$ cat config.mk
export PLATFORM = sky130hd
export DESIGN_NAME = bsp_ctrl
export DESIGN_NICKNAME = d
export VERILOG_FILES = /design/src/design/bsp_pkg.sv /design/src/design/bsp_ctrl.sv
export SDC_FILE = /design/constraint.sdc
export NUM_CORES = 1
export LEC_CHECK = 0
export ABC_AREA = 1
export BUFFER_PORTS_ARGS = -buffer_cell sky130_fd_sc_hd__buf_2
export CAP_MARGIN = 30
export CORE_AREA = 2 2 39 41
export CTS_CLUSTER_DIAMETER = 60
export DETAILED_ROUTE_END_ITERATION = 7
export DIE_AREA = 0 0 41 43
export PLACE_DENSITY = 0.8
export SYNTH_ARGS = -nofsm -noshare
export SYNTH_HDL_FRONTEND = slang
export SYNTH_SLANG_ARGS = --single-unit
$ cat constraint.sdc
create_clock -name clk -period 2.69 [get_ports clk]
set_clock_uncertainty 0.1 [all_clocks]
set_input_delay 0.538 -clock clk [delete_from_list [all_inputs] [get_ports clk]]
set_output_delay 0.538 -clock clk [all_outputs]
set_load 0.02 [all_outputs]
$ cat src/design/bsp_pkg.sv
// package: shared types, constants and tables of the box support-point unit
`timescale 1ns / 1ps
`default_nettype none
package bsp_pkg;

	localparam int CORNER_COUNT    = 8;
	localparam int FRAC_BITS_DEF   = 16;
	localparam int COORD_WIDTH_DEF = 32;
	localparam int IN_WIDTH        = 32;
	localparam int CORNER_BITS     = $clog2(CORNER_COUNT);

	// command codes
	localparam logic [2:0] CMD_RESET_BOUNDS = 3'd0;
	localparam logic [2:0] CMD_VERTEX       = 3'd1;
	localparam logic [2:0] CMD_BUILD        = 3'd2;
	localparam logic [2:0] CMD_MATRIX_ROW   = 3'd3;
	localparam logic [2:0] CMD_TRANSFORM    = 3'd4;
	localparam logic [2:0] CMD_SUPPORT      = 3'd5;

	localparam logic [1:0] ROW_LAST  = 2'd2;
	localparam logic [1:0] AXIS_LAST = 2'd2;

	typedef struct packed {
		logic [2:0]                  cmd;
		logic [1:0]                  row_sel;
		logic signed [IN_WIDTH-1:0] val_a;
		logic signed [IN_WIDTH-1:0] val_b;
		logic signed [IN_WIDTH-1:0] val_c;
		logic signed [IN_WIDTH-1:0] val_d;
	} req_t;

	typedef struct packed {
		logic [2:0]                  best_index;
		logic signed [IN_WIDTH-1:0] point_x;
		logic signed [IN_WIDTH-1:0] point_y;
		logic signed [IN_WIDTH-1:0] point_z;
	} rsp_t;

	typedef enum logic [1:0] {
		ST_IDLE,
		ST_MUL,
		ST_ACC
	} state_t;

	// controller to datapath
	typedef struct packed {
		logic                   load;
		logic                   mul_en;
		logic                   acc_init;
		logic                   fin;
		logic                   is_query;
		logic [CORNER_BITS-1:0] k;
		logic [1:0]             r;
		logic [1:0]             i;
	} ctl_t;

	// datapath to controller
	typedef struct packed {
		logic rsp_pending;
	} stat_t;

	// extended axes per corner: bit0 x, bit1 y, bit2 z
	function automatic logic [2:0] corner_axes(input logic [CORNER_BITS-1:0] k);
		logic [2:0] m;
		unique case (k)
			3'd0: m = 3'b000;
			3'd1: m = 3'b001;
			3'd2: m = 3'b010;
			3'd3: m = 3'b100;
			3'd4: m = 3'b011;
			3'd5: m = 3'b101;
			3'd6: m = 3'b110;
			3'd7: m = 3'b111;
			default: m = 3'b000;
		endcase
		return m;
	endfunction

endpackage
`default_nettype wire

$ cat src/design/bsp_ctrl.sv
// controller: command decode and corner/row/axis sequencer
`timescale 1ns / 1ps
`default_nettype none
module bsp_ctrl import bsp_pkg::*; (
	input  wire logic       clk,
	input  wire logic       arst_n,
	input  wire logic       req_valid,
	input  wire logic [2:0] req_cmd,
	input  wire logic       rsp_ready,
	input  wire stat_t      stat,
	output logic            req_ready,
	output ctl_t            ctl
);

	localparam logic [CORNER_BITS-1:0] K_LAST = CORNER_BITS'(CORNER_COUNT-1);

	state_t                 state_q, state_d;
	logic [CORNER_BITS-1:0] k_q, k_d;
	logic [1:0]             r_q, r_d;
	logic [1:0]             i_q, i_d;
	logic                   query_q, query_d;
	logic                   fire;
	logic                   stall;

	assign fire  = req_valid && req_ready;
	assign stall = (state_q == ST_ACC) && query_q && (k_q == K_LAST)
		&& stat.rsp_pending && !rsp_ready;

	// next state
	always_comb begin
		state_d = state_q;
		k_d     = k_q;
		r_d     = r_q;
		i_d     = i_q;
		query_d = query_q;
		unique case (state_q)
			ST_IDLE: begin
				if (fire && (req_cmd == CMD_TRANSFORM || req_cmd == CMD_SUPPORT)) begin
					state_d = ST_MUL;
					k_d     = '0;
					r_d     = '0;
					i_d     = '0;
					query_d = (req_cmd == CMD_SUPPORT);
				end
			end
			ST_MUL: begin
				if (i_q == AXIS_LAST) begin
					state_d = ST_ACC;
				end else begin
					i_d = i_q + 2'd1;
				end
			end
			ST_ACC: begin
				if (!stall) begin
					i_d     = '0;
					state_d = ST_MUL;
					if (!query_q && r_q != ROW_LAST) begin
						r_d = r_q + 2'd1;
					end else if (k_q == K_LAST) begin
						state_d = ST_IDLE;
					end else begin
						r_d = '0;
						k_d = k_q + 1'b1;
					end
				end
			end
			default: state_d = ST_IDLE;
		endcase
	end

	// outputs
	always_comb begin
		req_ready    = (state_q == ST_IDLE);
		ctl.load     = fire;
		ctl.mul_en   = (state_q == ST_MUL);
		ctl.acc_init = (state_q == ST_MUL) && (i_q == '0);
		ctl.fin      = (state_q == ST_ACC) && !stall;
		ctl.is_query = query_q;
		ctl.k        = k_q;
		ctl.r        = r_q;
		ctl.i        = i_q;
	end

	always_ff @(posedge clk or negedge arst_n) begin
		if (!arst_n) begin
			state_q <= ST_IDLE;
			k_q     <= '0;
			r_q     <= '0;
			i_q     <= '0;
			query_q <= 1'b0;
		end else begin
			state_q <= state_d;
			k_q     <= k_d;
			r_q     <= r_d;
			i_q     <= i_d;
			query_q <= query_d;
		end
	end

	a_acc_after_last_axis: assert property (@(posedge clk) disable iff (!arst_n)
		state_q == ST_ACC |-> i_q == AXIS_LAST)
		else $error("accumulate step reached before last axis");

	a_row_in_range: assert property (@(posedge clk) disable iff (!arst_n)
		state_q != ST_IDLE |-> (r_q != 2'd3) && (!query_q || r_q == '0))
		else $error("row counter out of range");

	a_stall_holds: assert property (@(posedge clk) disable iff (!arst_n)
		stall |=> state_q == ST_ACC && $stable(k_q))
		else $error("sequencer moved while result slot full");

	a_fin_not_on_stall: assert property (@(posedge clk) disable iff (!arst_n)
		ctl.fin |-> !stall && !req_ready)
		else $error("writeback issued during stall or idle");

endmodule
`default_nettype wire

# ---- Word-level counts from Yosys, hierarchy flattened
# Cells that the tools add are included.
dict set report op_classes {
  add_sub_neg 3
  eq_ne 14
  n_mux 19
  reduce_logical 22
}
# cell count
set ops {}
lappend ops {{2-to-1 mux 2 bit} 9}
lappend ops {{2-to-1 mux 3 bit} 4}
lappend ops {{one-hot mux 2 bit (3 select lines)} 2}
lappend ops {{inequality test 2 bit (second input constant)} 5}
lappend ops {{equality test 3 bit (second input constant)} 3}
lappend ops {{logical AND 1 bit} 9}
lappend ops {{AND reduction 4 bit} 2}
lappend ops {{one-hot mux 3 bit (2 select lines)} 1}
lappend ops {{AND reduction 5 bit} 1}
lappend ops {{adder 2 x 1 -> 2 bit (second input constant)} 2}
lappend ops {{equality test 2 bit (second input constant)} 2}
lappend ops {{zero test 2 bit} 2}
lappend ops {{inequality test 2 x 1 -> 1 bit (second input constant)} 2}
lappend ops {{one-hot mux 2 bit (2 select lines)} 1}
lappend ops {{adder 3 x 1 -> 3 bit (second input constant)} 1}
lappend ops {{zero test 1 bit} 3}
lappend ops {{inequality test 3 bit (second input constant)} 1}
lappend ops {{AND reduction 3 bit} 1}
lappend ops {{nonzero test 3 bit} 1}
lappend ops {{equality test 2 x 1 -> 1 bit (second input constant)} 1}
lappend ops {{2-to-1 mux 1 bit} 2}
lappend ops {{AND reduction 2 bit} 1}
lappend ops {{nonzero test 2 bit} 1}
lappend ops {{logical OR 1 bit} 1}
dict set report word_totals {
  ff_bits 10
  input_bits 8
  output_inout_bits 13
  elab_cells 63
}

# ---- Longest topological paths before layout
dict set report logic_depth {
  word_depth 7
  ltp_mapped 8
  ltp_nobuf 8
}

# ---- Least setup slack after synthesis
# Ideal clock, no wire load.
dict set report synth_path {
  path_kind {reg-to-output}
  from {register k_q[0]}
  to {output ctl[8] (netlist name)}
  arrival_ps 1394
  setup_slack_ps 658
  stages_incl_launch_ff 6
  cell_sequence {dfrtp_1 > ha_1 > ha_1 > nand2_1 > inv_1 > a31oi_1}
}
# item line_no
set synth_lines {}
lappend synth_lines {{from (decl)} bsp_ctrl.sv:18} ;# logic [CORNER_BITS-1:0] k_q, k_d;
lappend synth_lines {{from (signal assigned)} bsp_ctrl.sv:93} ;# k_q <= k_d;
lappend synth_lines {{to (decl)} bsp_ctrl.sv:12} ;# output ctl_t ctl

==> results.json <==
{
  "synth_area_leader_cell": "dfrtp_1",
  "ios": 21,
  "met3_usage_pct": 3.14,
  "critPathCaptureType": "primary output",
  "vias": 614,
  "cts_tree": "yes",
  "worst_slew_pin_slew_ns": 0.318,
  "synth_most_common_cell": "nand2_1",
  "nNetsFinal": 124,
  "multi_input_area_sq_um": 327,
  "pre_cts_ws_ns": 0.778,
  "clock-root-buffer": "clkbuf_4",
  "antenna_found_initial": 0,
  "drive_above_1_share_pct": 27.5,
  "r2r-start": "k_q[0]",
  "rows": 14,
  "synth_cell_types": 17,
  "layoutNonFillerInstCount": 125,
  "areaGrowthSynthToFinish_pct": 18.1,
  "async_reset_ff_share_pct": 100,
  "grt_max_degree": 11,
  "ys_seq_area_share_pct": 37.7,
  "routedWlPerCell_um": 9.73,
  "grt_use_met2_pct": 25.9,
  "p_leak_nw": 0.486,
  "final_hold_viol_count": 0,
  "nFillCells": 133,
  "p_per_area_nw_per_um2": 999,
  "outcome": "complete, no violations",
  "final_area_sq_um": 783,
  "hold_path_class": "input pin to asynchronous set/reset pin",
  "hpwl_um": 1000,
  "ir_drop_uv": 596,
  "fmax_mhz": 458,
  "synth_warnings": 0,
  "top_usage_layer": "met2",
  "postCtsSetupBuffers": 0,
  "yosys.area.top_type_share_pct": 37.7,
  "path_class": "register to primary output",
  "post_drt_via_cell_ratio": 4.91,
  "setup_tns_ns": 0,
  "worstPathRequired_ns": 2.05,
  "slew_headroom_pct": 78.6,
  "utilization_pct": 56.6,
  "dp.cells": 122,
  "endpoint": "ctl[8]",
  "drtPass1Iterations": 4,
  "min_period_ns": 2.18,
  "drv_cap": 0,
  "synthCells": 89,
  "cts-resized-gates": 0,
  "period_share_pct": 81.1,
  "fin_ws_ns": 0.509,
  "holdBufCountCts": 0,
  "rsz0062_at_grt": "false",
  "die_h_um": 43,
  "ys_seq_elements": 10,
  "antennaDiodeCount": 0,
  "regArea_sq_um": 250,
  "synth_edf_count": 0,
  "hold_ws_ns": 0.0321,
  "coreArea_sq_um": 1380,
  "synth_ff_type": "dfrtp_1",
  "dieArea_sq_um": 1760,
  "initial_core_util_pct": 47.9,
  "wl_um": 1220,
  "drv_slew": 0,
  "p_total_mw": 0.782,
  "syn_nets": 102,
  "grt_first_pass_wirelength_um": 2010,
  "grt_overflow": 0,
  "cts_buffers": 3,
  "r2r-end": "k_q[0]",
  "dpl_cell_area_sq_um": 761,
  "drt_first_iter_violations": 8,
  "cts_buffer_depth": 2,
  "synth_commonest_cells": "nand2_1 (23), inv_1 (17), nor2_1 (12)",
  "drc_errors": 0,
  "cp-start-kind": "register",
  "clk_pin_slew_ns": 0.06,
  "arrival_ns": 1.54,
  "reg2reg_depth": 8,
  "postRouteAntennaNets": 0,
  "syn_area_sq_um": 663,
  "setup_viol": 0,
  "clock_sinks": 10,
  "gr-usage-all-layers_pct": 16.8,
  "port_buffers": 20,
  "met1_usage_pct": 20.6,
  "htree_levels": 1,
  "critPathMaxFanout": 4,
  "gp_congestion": 0.738,
  "rrSetupSlack_ns": 1.16,
  "synth_area_per_cell_sq_um": 7.45,
  "crit_start": "k_q[0]",
  "ys_top_cells_by_area": "dfrtp_1 (38%), nand2_1 (13%), inv_1 (9.6%), ha_1 (9.4%), nor2_1 (6.8%)",
  "clock_latency_ns": 0.25,
  "first_global_vias": 511,
  "die_w_um": 41
}
## placed cells by master, fill, tap and decap left out, drive strengths merged
master,n
nand2,25
nand3,7
clkbuf,3
ha,5
nor2,13
inv,17
nor2b,1
buf,20
nand4,2
a31oi,1
nor3,1
dfrtp,10
o21ai,4
## where the power goes
group / internal (mW) / total (mW) / switching, mW
logic: 0.152 / 0.438 / 0.287
clock network: 0.0515 / 0.0978 / 0.0463
registers: 0.197 / 0.246 / 0.0497
## final cells by class
cell class                      count  share of cell area (%)
Clock buffer                        3                    2.88
Inverter                           17                    8.15
Multi-Input combinational cell     59                    41.7
Sequential cell                    10                    31.9
Tap cell                           16                    2.56
Timing Repair Buffer               20                    12.8
## worst min-delay path by stage
| stage | startpoint | end | slack [ns] | depth (start not counted) |
|---|---|---|---|---|
| after floorplan | arst_n | i_q[0] | 0.14 | 0 |
| final | arst_n | i_q[1] | 0.03 | 1 |
| after CTS | arst_n | r_q[0] | 0.03 | 1 |
| after detailed placement | arst_n | query_q | 0.32 | 1 |
| after global placement | arst_n | query_q | 0.31 | 1 |
| after global routing | arst_n | k_q[2] | 0.05 | 1 |
## flip-flops by register name, summed over array words and instances (netlist names)
register and cells:
query_q 1, i_q 2, k_q 3, state_q 2
r_q 2
## worst max-delay path, stage by stage, from the launching register on
cell and delay (ns):
dfrtp_1 0.41, ha_1 0.21, ha_1 0.17, nand2_1 0.09
inv_1 0.07, a31oi_1 0.16, buf_2 0.18
## kinds of logic after synthesis
logic type	after synthesis	share of synthesized area (%)
AO/OA/AOI/OAI	5	5.66
buffers and inverters	20	13.0
AND/OR/NAND/NOR	49	34.1
flip-flops	10	37.7
adder cells (fa/ha/maj)	5	9.43
## per-layer routing
layer	up-vias	routed length (um)
met5	-	0
met4	0	14
met3	2	50
met2	18	618
met1	284	532
li1	310	-
(Power assumes the default switching activity.)
